File: config.mk
export PLATFORM = sky130hd
export DESIGN_NAME = dtpc_divider
export DESIGN_NICKNAME = d
export VERILOG_FILES = /design/src/design/dtpc_pkg.sv /design/src/design/dtpc_divider.sv
export SDC_FILE = /design/constraint.sdc
export NUM_CORES = 1
export LEC_CHECK = 0
export BUFFER_PORTS_ARGS = -buffer_cell sky130_fd_sc_hd__buf_2
export CAP_MARGIN = 20
export CORE_ASPECT_RATIO = 1.1
export CORE_MARGIN = 2
export CORE_UTILIZATION = 25
export DETAILED_ROUTE_END_ITERATION = 10
export SKIP_LAST_GASP = 1
export SLEW_MARGIN = 20
export SYNTH_ARGS = -nofsm -noshare
export SYNTH_HDL_FRONTEND = slang
export SYNTH_SLANG_ARGS = --single-unit
File: constraint.sdc
create_clock -name clk -period 4.2 [get_ports clk]
set_clock_uncertainty 0.05 [all_clocks]
set_input_delay 0.21 -clock clk [delete_from_list [all_inputs] [get_ports clk]]
set_output_delay 0.21 -clock clk [all_outputs]
set_load 0.05 [all_outputs]
File: src/design/dtpc_pkg.sv
// dtpc_pkg: shared types and constants for the disparity to point cloud block.
// Depends on nothing; used by dtpc_frame_store, dtpc_divider and the top level.
package dtpc_pkg;

  // frame geometry
  localparam int FRAME_WIDTH  = 640;
  localparam int FRAME_HEIGHT = 480;
  localparam int FRAME_PIXELS = FRAME_WIDTH * FRAME_HEIGHT;
  localparam int ADDR_W       = $clog2(FRAME_PIXELS);

  // field widths
  localparam int COORD_W = 10;
  localparam int DISP_W  = 16;
  localparam int COLOR_W = 8;
  localparam int POS_W   = 32;
  localparam int CFG_W   = 21;
  localparam int REG_IDX_W = 3;

  // arithmetic widths
  localparam int MUL_OP_W   = 21;
  localparam int PROD_W     = 2 * MUL_OP_W;
  localparam int DIVIDEND_W = 41;
  localparam int DIVISOR_W  = 18;
  localparam int DIV_CNT_W  = $clog2(DIVIDEND_W + 1);

  localparam logic OP_LOAD      = 1'b0;
  localparam logic OP_REPROJECT = 1'b1;

  typedef enum logic [REG_IDX_W-1:0] {
    REG_FOCAL       = 3'd0,
    REG_BASELINE    = 3'd1,
    REG_CENTER_X    = 3'd2,
    REG_CENTER_Y    = 3'd3,
    REG_CENTER_DIFF = 3'd4,
    REG_MAX_DEPTH   = 3'd5
  } reg_idx_t;

  typedef enum logic [2:0] {
    ST_IDLE,
    ST_FETCH,
    ST_MUL,
    ST_DIVGO,
    ST_DIV
  } state_t;

  typedef enum logic [1:0] {
    LANE_Z,
    LANE_X,
    LANE_Y
  } lane_t;

  typedef struct packed {
    logic [DISP_W-1:0]  disp;
    logic [COLOR_W-1:0] red;
    logic [COLOR_W-1:0] green;
    logic [COLOR_W-1:0] blue;
  } store_entry_t;

  typedef struct packed {
    logic busy;
    logic done;
  } div_stat_t;

endpackage

File: src/design/dtpc_divider.sv
// dtpc_divider: restoring unsigned divider, one quotient bit per cycle.
// Depends on dtpc_pkg for widths and the status struct.
module dtpc_divider (
  input  logic                             clk,
  input  logic                             rst,
  input  logic                             start,
  input  logic [dtpc_pkg::DIVIDEND_W-1:0]  dividend,
  input  logic [dtpc_pkg::DIVISOR_W-1:0]   divisor,
  output logic [dtpc_pkg::DIVIDEND_W-1:0]  quotient,
  output dtpc_pkg::div_stat_t              stat
);

  localparam int DW = dtpc_pkg::DIVIDEND_W;
  localparam int VW = dtpc_pkg::DIVISOR_W;

  logic [VW-1:0]                  rem;
  logic [VW-1:0]                  dvs;
  logic [dtpc_pkg::DIV_CNT_W-1:0] cnt;
  logic [VW:0]                    trial;
  logic [VW+1:0]                  diff;
  logic                           qbit;
  logic [VW-1:0]                  rem_next;

  always_comb begin
    trial    = {rem, quotient[DW-1]};
    diff     = {1'b0, trial} - {2'b00, dvs};
    qbit     = ~diff[VW+1];
    rem_next = qbit ? diff[VW-1:0] : trial[VW-1:0];
  end

  always_ff @(posedge clk) begin
    if (rst) begin
      stat.busy <= 1'b0;
      stat.done <= 1'b0;
      cnt       <= '0;
    end else begin
      stat.done <= 1'b0;
      if (start) begin
        stat.busy <= 1'b1;
        cnt       <= dtpc_pkg::DIV_CNT_W'(DW);
      end else if (stat.busy) begin
        cnt <= cnt - 1'b1;
        if (cnt == dtpc_pkg::DIV_CNT_W'(1)) begin
          stat.busy <= 1'b0;
          stat.done <= 1'b1;
        end
      end
    end
  end

  always_ff @(posedge clk) begin
    if (start) begin
      rem      <= '0;
      dvs      <= divisor;
      quotient <= dividend;
    end else if (stat.busy) begin
      rem      <= rem_next;
      quotient <= {quotient[DW-2:0], qbit};
    end
  end

endmodule

==> impl_summary.md, run 1 <==
Power
The leakage power total is approximately 2.3 nW. The overall power after layout is about 2.4 mW. Dividing total power by cell area gives a power density of 417 mW/mm^2. The net switching power is approximately 0.73 mW. The worst ir drop on vdd is ~250 uV.

The sequential cell fraction of total power is 0.423. The share of total power dissipated in combinational logic is 0.214. Of the total power, the share spent switching nets is 0.302. The internal power summed over all cells is approximately 1.7 mW. Of the total power, the clock network draws 0.363.

Clock network
TritonCTS created 9 clock buffers. The number of gates resized after CTS was 0. The longest clock path from root to sink contains 2 buffers.

The number of setup buffers added after CTS is 0. TritonCTS built the clock tree. The maximum level of the CTS H-tree is 3. After clock tree synthesis, the clock-pin slew on the worst setup and hold paths is approximately 70 ps.

The root buffer cell chosen for the clock tree is clkbuf_16. The clock net in this run drives a total of 85 sinks. The clock latency reported for the late side of the worst-skew pair is 350 ps.

Synth
The sequential-to-total area share from yosys stat is 0.505. Synthesis inferred between 80 and 90 register bits. The warning count from the yosys run is 0. The biggest area contributor in the post-synthesis netlist is edfxtp_1. The share of synthesized area in the top cell type comes to 0.390. The synthesized netlist cell count is a little over 400. In this run, distinct cell masters in the synthesized netlist total between 50 and 60. The number of enable-type register cells in the synthesized netlist is between 50 and 60. The number of nets in the synthesized netlist is ~490. In the synthesized netlist the async set-or-reset flop fraction comes to 0. The mapped netlist covers roughly 0.0045 mm^2. The average size of a mapped cell is between 10 and 15 um^2. By area the synthesized netlist is led by edfxtp_1 (39%), dfxtp_1 (11%), mux2_2 (10%).

The flip-flop cell with the highest count after synthesis is edfxtp_1.

Worst hold path
The tightest min-delay check is of the primary input to flip-flop type.

STA
The minimum setup slack in the final design is around 1300 ps. The max-slew violation total from the final report came to 0. The number of hold-slack violations in the final timing report is 0. Setup violations remaining at the end of the flow were counted as 0. The transition time of the tightest slew-check pin is around 900 ps. Static timing analysis puts the maximum clock frequency at ~350 MHz. The minimum clock period is around 2900 ps. The relative max-transition margin is 0.401. Hold timing on the final database bottoms out at a slack of 8.09 ps. Setup repair after global routing left no endpoint under its margin.

The final cycle utilization of the critical path is 0.685. In the final timing run, aggregate negative setup slack is 0 ps.

Routing
The total iterations of the first detailed-routing run is 4. The count of unresolved DRC violations after routing is 0. The via count normalized by instance count is roughly 4.7.

The detailed router's first-iteration violation count is 103. The overall via count from detail_route is roughly 3600. In the final routed layout, each cell accounts on average for between 15 and 20 um. For this block, the routed nets add up to about 11000 um of wire. Once detail routing completed, the nets flagged for antenna violations numbered 0.

Floorplanning
The I/O pin count is ~110. The area of the die is between 0.015 and 0.02 mm^2. The vertical die dimension is approximately 150 um. Measured along the x axis, the die boundary spans roughly 130 um. The initial utilization of the core area, before any placement, comes to 0.256.

The region available for standard cell placement spans ~0.018 mm^2. The row count is approximately 50.

Layout
Counting the fill cells in the layout gives roughly 1900. Once layout is complete, the utilization of the core stands at 0.326. The ratio of cells with drive above 1 in the final layout is 0.338. The number of antenna diodes in the final layout is 0. In the final layout, the multi-input gates occupy ~0.0021 mm^2.

The area added between synthesis and finish is 27.4%. The final instance count without filler cells is about 760. The sequential cells in the finished layout cover a total of roughly 0.0023 mm^2. The area of all placed cells without fillers is a little under 0.006 mm^2.

The final layout contains around 600 nets.

Place
The post-placement cell count is around 730. At the end of routability-driven placement, the weighted congestion stood at approximately 0.84. Once detailed placement completed, the half-perimeter wirelength came to ~8000 um. Timing analysis after detailed placement gives a worst setup slack of between 1000 and 1500 ps.

The placement-stage cell area is about 0.0053 mm^2. Buffers placed on the I/O ports in this run total 104.

Worst setup path
The data required time of the critical path is roughly 4300 ps. STA classifies the critical path endpoint as a flip-flop. Of all nets on the critical path, the largest fanout is 15.

The category of the critical setup timing path is flip-flop to flip-flop. The kind of start point of the critical path is a flip-flop. The worst path arrival time is about 2900 ps.

GRT
Entering global routing, the biggest net connects around 50 pins. The number of global-route vias before repair was about 3700. Summed over all layers, the global routing overflow is 0. The number of antenna violations at the first check in global routing is 0.

For this run, the total global-route usage over all layers was measured as 0.122. The global-route wire length before repair is ~19000 um.

Status
The run finished with clean final reports.

Flow run
The count of maximum capacitance violations is 0.
-- area by class of cell --
type	count	share of cell area
Clock buffer	9	0.0390
Clock inverter	7	0.0169
Inverter	25	0.0162
Multi-Input combinational cell	273	0.357
Sequential cell	85	0.396
Tap cell	238	0.0515
Timing Repair Buffer	124	0.123
-- Yosys cell counts (9+ instances only) --
cell type   n
edfxtp_1   59
mux2_2     41
dfxtp_1    26
nand2_1    26
inv_1      25
nor2_1     24
a21oi_1    21
ha_1       20
clkbuf_1   15
o21ai_0    10
nand3_1     9
xnor2_1     9
xor2_1      9
-- metal layers --
| layer | part of all wire | global-route usage | up-vias | wire, um |
|---|---|---|---|---|
| met5 | 0 | 0 | - | 0 |
| met4 | 0.021 | 0.0570 | 0 | 235 |
| met3 | 0.053 | 0.0259 | 15 | 610 |
| met2 | 0.49 | 0.206 | 105 | 5620 |
| met1 | 0.43 | 0.148 | 1716 | 4960 |
| li1 | - | - | 1737 | - |
-- state kept, by name (all words and copies together), names as in the netlist --
| name | flops |
|---|---|
| quotient | 41 |
| dvs | 18 |
| rem | 18 |
| cnt | 6 |
| stat | 2 |
-- power groups by stage --
stage,Combinational (mW),Clock [mW],Sequential (mW)
floorplan,0.225,0,1.18
global placement,0.499,0,1.04
detailed placement,0.503,0,1.04
CTS,0.518,0.898,1.02
global route,0.556,0.925,1.03
finish,0.516,0.874,1.02
-- cell families (layout without fill, tap and decap cells) --
| kind of cell | Yosys count | count (layout) | share of synthesized area |
|---|---|---|---|
| DFF | 85 | 85 | 0.505 |
| adders and majority gates | 21 | 21 | 0.0596 |
| and+or+nand+nor | 98 | 98 | 0.109 |
| AOI/OAI and AO/OA | 94 | 94 | 0.147 |
| muxes | 42 | 42 | 0.104 |
| buffers and inverters | 45 | 165 | 0.0405 |
| xor gates and xnor gates | 18 | 18 | 0.0347 |
-- worst max-delay path, stage by stage, from the launching register on --
cell,delay (ps)
edfxtp_1,320
inv_1,40
ha_1,350
a21oi_1,240
o21ai_0,160
a31o_2,280
o21bai_2,610
nand2_1,240
mux2_2,330
-- cells in the final DEF, fill, tap and decap left out, types with 3 or more instances in the layout --
| cell type | netlist | layout |
|---|---|---|
| a211oi_1 | 4 | 4 |
| a21o_1 | 8 | 8 |
| a21oi_1 | 21 | 21 |
| a311oi_1 | 6 | 6 |
| a31o_2 | 3 | 3 |
| and2_1 | 3 | 3 |
| and3_1 | 3 | 3 |
| buf_2 | 3 | 104 |
| buf_4 | 0 | 3 |
| clkbuf_16 | 0 | 9 |
| dfxtp_1 | 26 | 26 |
| dlygate4sd3_1 | 0 | 17 |
| edfxtp_1 | 59 | 59 |
| ha_1 | 20 | 20 |
| inv_1 | 25 | 25 |
| mux2_2 | 41 | 41 |
| nand2_1 | 26 | 26 |
| nand2b_1 | 3 | 3 |
| nand3_1 | 9 | 9 |
| nand4_1 | 5 | 5 |
| nor2_1 | 24 | 24 |
| nor3_1 | 8 | 8 |
| o211ai_1 | 5 | 5 |
| o21a_1 | 3 | 3 |
| o21ai_0 | 10 | 10 |
| o21ai_1 | 7 | 7 |
| o31ai_1 | 5 | 5 |
| xnor2_1 | 9 | 9 |
| xor2_1 | 9 | 9 |
-- path summary, 6_finish.rpt --
path	start	endpoint	slack, ps	cells after the start
setup / recovery	dvs[10]	quotient[0]	1320	8
hold / removal	divisor[8]	dvs[8]	8	1
setup reg to reg	dvs[10]	quotient[0]	1320	8
hold reg to reg	cnt[1]	cnt[1]	450	2
-- what timing repair did --
item	4_1_cts	5_1_grt
hold buffers	17	0
endpoints found under the hold margin	17	0
setup endpoints to repair	0	0
(Power assumes the default switching activity.)
==> run 2: changes to the inputs <==
- ABC_AREA: not set -> 1
- clock period: 4.2 -> 2.6 ns (I/O delays scaled with it)
==> impl_summary.md, run 2 <==
Layout
The number of nets in the finished design is 796 (+32%). The area of all placed cells without fillers is 0.00607 mm^2 (+5.0%). The layout filler cell count came to 1991 (+7.0%).

The storage element area is 0.00229 mm^2 (unchanged). quotient holds more flip-flops than any other register. The multi-input combinational cell area was 0.00195 mm^2 (-5.5%).

The area added between synthesis and finish is 31.8%. The flip-flop count of the largest register, all copies and words added is 41 (unchanged). The most frequent standard cell in the layout excluding fill and tap cells is nand2_1. The library cells used most frequently in the layout, excluding fill and tap cells, are nand2_1 (228), buf_2 (104), inv_1 (73), edfxtp_1 (59), dlygate4sd3_1 (36).

The largest registers in the layout are quotient: 41 flops, dvs: 18 flops, rem: 18 flops. The antenna diode count came to 0 (unchanged). The ratio of cells with drive above 1 in the final layout is 0.187 (-0.152).

Worst setup path
The launching point of the worst reg2reg path is dvs[10]. STA classifies the critical path endpoint as a flip-flop. The slowest library cell on the worst path is edfxtp_1.

The biggest cell delay along the critical path was 330 ps (-280 ps). The endpoint identified for the worst register-to-register timing path is quotient[0]. The slack of the worst reg-to-reg path is 370 ps (-950 ps).

The worst path arrival time is 2270 ps (-670 ps). The cell type with the highest occurrence count on the critical path is nand2_1. The kind of start point of the critical path is a flip-flop. The data required time of the critical path is 2640 ps (-1620 ps).

The critical path is of the flip-flop to flip-flop type. The worst-case reg-to-reg path depth is 10 (+2). The signal on the critical path passes through inv_1 > ha_1 > nand2_1 > inv_1 > a21oi_2 > nand2_1 > nand2_2 > nand3_4 > nand2_1 > nand2_1. The peak fanout along the critical path is 26 (+11).

Synth
Among all flip-flop cells after synthesis, the most frequent one is edfxtp_1. The top-area cell type share of the netlist area is 0.385 (-0.00583). The warning count from the yosys run came to 0 (unchanged).

The most frequent cell after synthesis is nand2_1. The average size of a mapped cell was 8.04 um^2 (-29%). By count the netlist is led by nand2_1 (228), inv_1 (74), edfxtp_1 (59). The synthesized cell area is 0.00461 mm^2 (+1.5%). The sequential-to-total area share from yosys stat is 0.498 (-0.00754). The largest total area in the synthesized netlist belongs to edfxtp_1.

After synthesis, the cell types taking the most area are edfxtp_1 (38%), nand2_1 (19%), dfxtp_1 (11%). The number of enable-type register cells in the synthesized netlist was 59 (unchanged). The net count after synthesis is 656 (+35%). The number of synthesized register bits is 85 (unchanged). The synthesized netlist cell count is 573 (+42%). The unique cell type count in the Yosys netlist was 32 (-46%). The fraction of synthesis flops using an asynchronous set or reset pin is 0 (unchanged).

Clock network
The maximum level of the CTS H-tree is 3 (unchanged). The root buffer selected by CTS is clkbuf_16. TritonCTS built the clock tree.

The worst-case clock buffer depth was 2 (unchanged). The total of hold buffers inserted after clock tree synthesis is 36 (+19). The number of setup buffers added after CTS is 0 (unchanged). The clock net sink count is 85 (unchanged). The clock latency reported for the late side of the worst-skew pair is 340 ps (about the same). The number of buffers created by CTS is 9 (unchanged). The post-cts resize count is 0 (unchanged).

The clock slew at the register clock pins of the worst setup and hold paths is 60 ps (about the same).

Floorplanning
The area of the placeable core was 0.0182 mm^2 (+2.7%). The vertical die dimension came to 146 um (+0.74%). The starting density of the core is 0.253 (-0.00293).

The horizontal die dimension was 133 um (+0.73%). The I/O pin count is 105 (unchanged). The row count was 52 (+2.0%).

The area of the die was 0.0195 mm^2 (+1.5%).

GRT
The aggregate global routing overflow came to 0 (unchanged). The global-route wire length before repair is 20300 um (+7.4%). The global routing usage summed across all routing layers came to 0.131 (+0.00884).

The largest net degree at the start of global routing is 52 (+2.0%). The number of antenna violations at the first check in global routing came to 0 (unchanged). The number of global-route vias before repair was 4228 (+13%).

STA
Setup repair after global routing left no endpoint under its margin. The final count of negative-setup-slack endpoints came to 0 (unchanged). The minimum clock period came to 2230 ps (-652 ps). The post-route setup TNS is 0 ps (unchanged).

The number of hold-slack violations in the final timing report is 0 (unchanged). The max-slew violation total from the final report is 0 (unchanged). The relative max-transition margin came to 0.612 (+0.211). The transition time of the tightest slew-check pin is 582 ps (-317 ps).

The timing-limited maximum frequency came to 449 MHz (+29%). The final cycle utilization of the critical path is 0.856 (+0.171).

Worst hold path
The startpoint of the tightest hold check path is dividend[28]. The min-delay analysis places its worst path in the category primary input to flip-flop. For hold timing, the worst endpoint is quotient[28].

The hold-critical path depth is 3 (+2).

Power
The sequential cell fraction of total power is 0.441 (+0.018). The worst ir drop on vdd is 307 uV (+25%). The net switching power came to 1.08 mW (+48%). The internal power summed over all cells is 2.61 mW (+56%). The clock power share is 0.369 (+0.006). The total power density per cell area is 609 mW/mm^2 (+46%). The combinational cell fraction of total power was 0.191 (-0.023). The leakage power total is 2.98 nW (+28%). The fraction of power spent switching nets is 0.292 (-0.00982).

Routing
The detailed-routed wire length on met3 is 678 um (+11%). The via count normalized by instance count was 4.33 (-7.8%). The met1 wire length is 5480 um (+10%). The detail-routed net length per standard cell is 12.8 um (-15%).

The detailed router's first-iteration violation count is 195 (+89%). The count of unresolved DRC violations after routing is 0 (unchanged). The number of routed nets with antenna violations was 0 (unchanged). The wire length reported by the detailed router is 12300 um (+7.7%). The total iterations of the first detailed-routing run is 5 (+1). The met2 wire length came to 5890 um (+4.8%). The highest layer used for signal routing is met4. The overall via count from detail_route is 4158 (+16%).

Place
The total half-perimeter wirelength after legalization and detailed placement came to 8750 um (+6.7%). The global placement routability congestion is 0.945 (+12%). The number of buffers added on ports came to 104 (unchanged).

The placement-stage cell area was 0.00541 mm^2 (+2.2%).

Status
The run finished with clean final reports.

Flow run
The count of maximum capacitance violations is 0 (unchanged).
[run 2: changes by cell type after synthesis, sizes merged, moves of 4 or more]
| cell | delta |
|---|---|
| mux2 | -41 |
| o211ai | -5 |
| nor2 | +4 |
| a311oi | -6 |
| xor2 | -7 |
| a21oi | -4 |
| nand3 | +26 |
| clkbuf | -4 |
| nand4 | +8 |
| inv | +49 |
| o31ai | -4 |
| o21ai | +8 |
| nand2 | +203 |
| a21o | -8 |
[run 2: layer usage]
layer / up-vias / track usage
met1: 1903 / 0.157
met4: 0 / 0.0468
li1: 2128 / -
met2: 111 / 0.222
met5: - / 0
met3: 16 / 0.0385
[run 2: power groups by stage]
stage	logic (mW)	clock network, mW	registers (mW)
3_3_place_gp	0.665	0	1.65
4_1_cts	0.711	1.40	1.63
3_5_place_dp	0.669	0	1.65
2_1_floorplan	0.229	0	1.89
5_1_grt	0.767	1.46	1.64
6_report	0.704	1.36	1.63
[run 2: area by class of cell]
type	count	share of cell area
Sequential cell	85	0.377
Multi-Input combinational cell	396	0.321
Timing Repair Buffer	146	0.155
Tap cell	243	0.0501
Inverter	75	0.0464
Clock buffer	10	0.0377
Clock inverter	6	0.0128
[run 2: metrics by stage]
| step | instances | utilization | power [mW] | hold WS, ps | worst slack, ps |
|---|---|---|---|---|---|
| after floorplan | 573 | - | 2.12 | 149 | 306 |
| after global placement | 909 | 0.297 | 2.32 | 258 | 421 |
| after detailed placement | 909 | 0.297 | 2.32 | 259 | 379 |
| after CTS | 961 | 0.333 | 3.74 | 0.456 | 359 |
| after global routing | 961 | 0.333 | 3.87 | 5.91 | 133 |
| final | 961 | 0.333 | 3.70 | 14.9 | 374 |
[run 2: worst max path at each step]
stage               cells past startpoint          from  slack, ps           to
detailed placement                     10       dvs[10]        380  quotient[0]
floorplan                               3       stat[1]        310  quotient[0]
global placement                       14  quotient[40]        420      rem[14]
CTS                                    10       dvs[13]        360      rem[11]
finish                                 10       dvs[10]        370  quotient[0]
global route                           13        dvs[5]        130       rem[4]
[run 2: kinds of logic (layout without fill, tap and decap cells)]
kind of cell | count (synthesis) | in the layout | share of synthesized area
adders and majority gates | 21 | 21 | 0.0587
AOI/OAI and AO/OA | 48 | 48 | 0.0565
DFF | 85 | 85 | 0.498
xor gates and xnor gates | 9 | 9 | 0.0171
buffers and inverters | 92 | 237 | 0.0793
and+or+nand+nor | 318 | 318 | 0.291
[run 2: critical path: cells and delay by family (launching register included)]
kind | cells | cell delay (ps)
and+or+nand+nor | 6 | 960
DFF | 1 | 330
adders and majority gates | 1 | 330
AOI/OAI and AO/OA | 1 | 210
buffers and inverters | 2 | 100
==> run 3: changes to the inputs <==
- CTS_BUF_LIST: not set -> sky130_fd_sc_hd__clkbuf_16
- clock period: 2.6 -> 2.55 ns (I/O delays scaled with it)
==> impl_summary.md, run 3 (synthesis gave the netlist of run 2 again) <==
Status
The flow ran to the end, and the final reports show no timing, DRC or antenna violations.

STA
Setup repair after global routing left no endpoint under its margin. The minimum clock period came to 2210 ps (-11.9 ps). The number of hold-slack violations in the final timing report is 0 (unchanged). The final cycle utilization of the critical path was 0.868 (+0.0121).

The relative max-transition margin is 0.506 (-0.106). The timing-limited maximum frequency was 452 MHz (+0.54%). The post-route setup TNS is 0 ps (unchanged). The minimum setup slack in the final design is 336 ps (-38.1 ps). The transition time of the tightest slew-check pin came to 741 ps (+159 ps). The max-slew violation total from the final report came to 0 (unchanged). The final count of negative-setup-slack endpoints is 0 (unchanged).

Floorplanning
The I/O pin count was 105 (unchanged). The area of the die is 0.0195 mm^2 (unchanged). The row count is 52 (unchanged). The vertical die dimension was 146 um (unchanged). The starting density of the core is 0.253 (unchanged).

The area of the placeable core came to 0.0182 mm^2 (unchanged). The horizontal die dimension is 133 um (unchanged).

Routing
The via count normalized by instance count is 4.28 (-1.0%). The count of unresolved DRC violations after routing is 0 (unchanged). The wire length reported by the detailed router is 12300 um (about the same). The overall via count from detail_route was 4205 (+1.1%). The number of routed nets with antenna violations came to 0 (unchanged). The detail-routed net length per standard cell came to 12.5 um (-2.2%).

The total iterations of the first detailed-routing run is 4 (-1). The detailed router's first-iteration violation count is 218 (+12%).

GRT
The number of antenna violations at the first check in global routing was 0 (unchanged). The global-route wire length before repair is 20600 um (+1.1%). The aggregate global routing overflow is 0 (unchanged).

The number of global-route vias before repair is 4220 (-0.19%). The largest net degree at the start of global routing came to 63 (+21%). The global routing usage summed across all routing layers is 0.132 (+0.00101).

Power
The leakage power total was 3.07 nW (+2.7%). The net switching power is 1.20 mW (+11%). The clock power share came to 0.358 (-0.011). The sequential cell fraction of total power is 0.444 (+0.003).

The worst ir drop on vdd is 362 uV (+18%). The fraction of power spent switching nets is 0.321 (+0.0290). The total power density per cell area is 596 mW/mm^2 (-2.1%). The combinational cell fraction of total power is 0.198 (+0.007). The internal power summed over all cells was 2.53 mW (-3.1%).

Clock network
The number of buffers created by CTS is 9 (unchanged). The worst-case clock buffer depth is 2 (unchanged). The root buffer selected by CTS is clkbuf_16. The clock latency reported for the late side of the worst-skew pair came to 350 ps (about the same). The clock net sink count was 85 (unchanged). The clock slew at the register clock pins of the worst setup and hold paths came to 70 ps (about the same). TritonCTS built the clock tree. The number of setup buffers added after CTS is 0 (unchanged). The maximum level of the CTS H-tree is 3 (unchanged).

Layout
The most frequent standard cell in the layout excluding fill and tap cells is nand2_1. The flip-flop count of the largest register, all copies and words added is 41 (unchanged). The antenna diode count is 0 (unchanged).

The area added between synthesis and finish is 35.9%. In the layout the commonest cells are nand2_1 (228), buf_2 (104), inv_1 (73), edfxtp_1 (59), dlygate4sd3_1 (56). The number of nets in the finished design is 817 (+2.6%).

The largest registers in the layout are quotient: 41 flops, dvs: 18 flops, rem: 18 flops. The share of the core filled with cells came to 0.344 (+0.0104). quotient holds more flip-flops than any other register. The ratio of cells with drive above 1 in the final layout was 0.187 (about the same).

Place
The minimum setup slack after placement is 345 ps (-33.1 ps). The number of buffers added on ports is 104 (unchanged). The global placement routability congestion is 0.917 (-3.0%). The total half-perimeter wirelength after legalization and detailed placement is 8350 um (-4.6%).

Flow run
The count of maximum capacitance violations is 0 (unchanged).

Worst setup path
The critical path is of the flip-flop to flip-flop type. The data required time of the critical path is 2610 ps (-30 ps). STA classifies the critical path endpoint as a flip-flop. The worst path arrival time is 2270 ps (about the same). The kind of start point of the critical path is a flip-flop. The peak fanout along the critical path is 26 (unchanged).

Worst hold path
The tightest min-delay check is of the primary input to flip-flop type.
run 3: critical path, stage by stage (launching register included):
cell and delay, ps:
edfxtp_1 370, inv_1 70, ha_1 260, nand2_1 140, inv_1 70, a21oi_2 190
nand2_1 90, nand2_2 220, nand3_4 320, nand2_1 150, nand2_1 60
run 3: layer usage:
metal  wire (um)  GRT usage  vias up
li1            -          -     2169
met1        5510      0.161     1904
met2        5900      0.217      115
met3         653     0.0427       17
met4         240     0.0473        0
met5           0          0        -
run 3: path summary, 6_finish.rpt:
| kind | start | to | slack, ps | depth (start not counted) |
|---|---|---|---|---|
| min reg2reg | rem[13] | rem[13] | 430 | 2 |
| min | dividend[7] | quotient[7] | 9 | 3 |
| max reg2reg | dvs[9] | quotient[0] | 340 | 10 |
| max | dvs[9] | quotient[0] | 340 | 10 |
run 3: layout make-up:
type                            instances  area, um^2
Multi-Input combinational cell        396        1950
Inverter                               75         282
Sequential cell                        85        2290
Fill cell                            1912       12000
Clock buffer                            9         225
Tap cell                              243         304
Timing Repair Buffer                  167        1130
Clock inverter                          7        76.3
run 3: power by group through the flow:
stage	logic, mW	clock network [mW]	registers, mW
after detailed placement	0.675	0	1.69
after global placement	0.673	0	1.69
after floorplan	0.233	0	1.93
final	0.739	1.33	1.66
after CTS	0.742	1.38	1.66
after global routing	0.806	1.44	1.67
run 3: repair_timing:
action | 4_1_cts | 5_1_grt
hold buffers | 56 | 0
endpoints found under the hold margin | 57 | 0
endpoints found under the setup margin | 0 | 0
resized for setup | 0 | 0
run 3: metrics by stage:
| step | hold WS (ps) | instance area (um^2) | power [mW] | cells |
|---|---|---|---|---|
| 3_3_place_gp | 256 | 5400 | 2.36 | 910 |
| 2_1_floorplan | 147 | 4610 | 2.16 | 573 |
| 4_1_cts | 3.24 | 6260 | 3.78 | 982 |
| 5_1_grt | 16.0 | 6260 | 3.92 | 982 |
| 6_report | 8.86 | 6260 | 3.73 | 982 |
| 3_5_place_dp | 256 | 5400 | 2.36 | 910 |
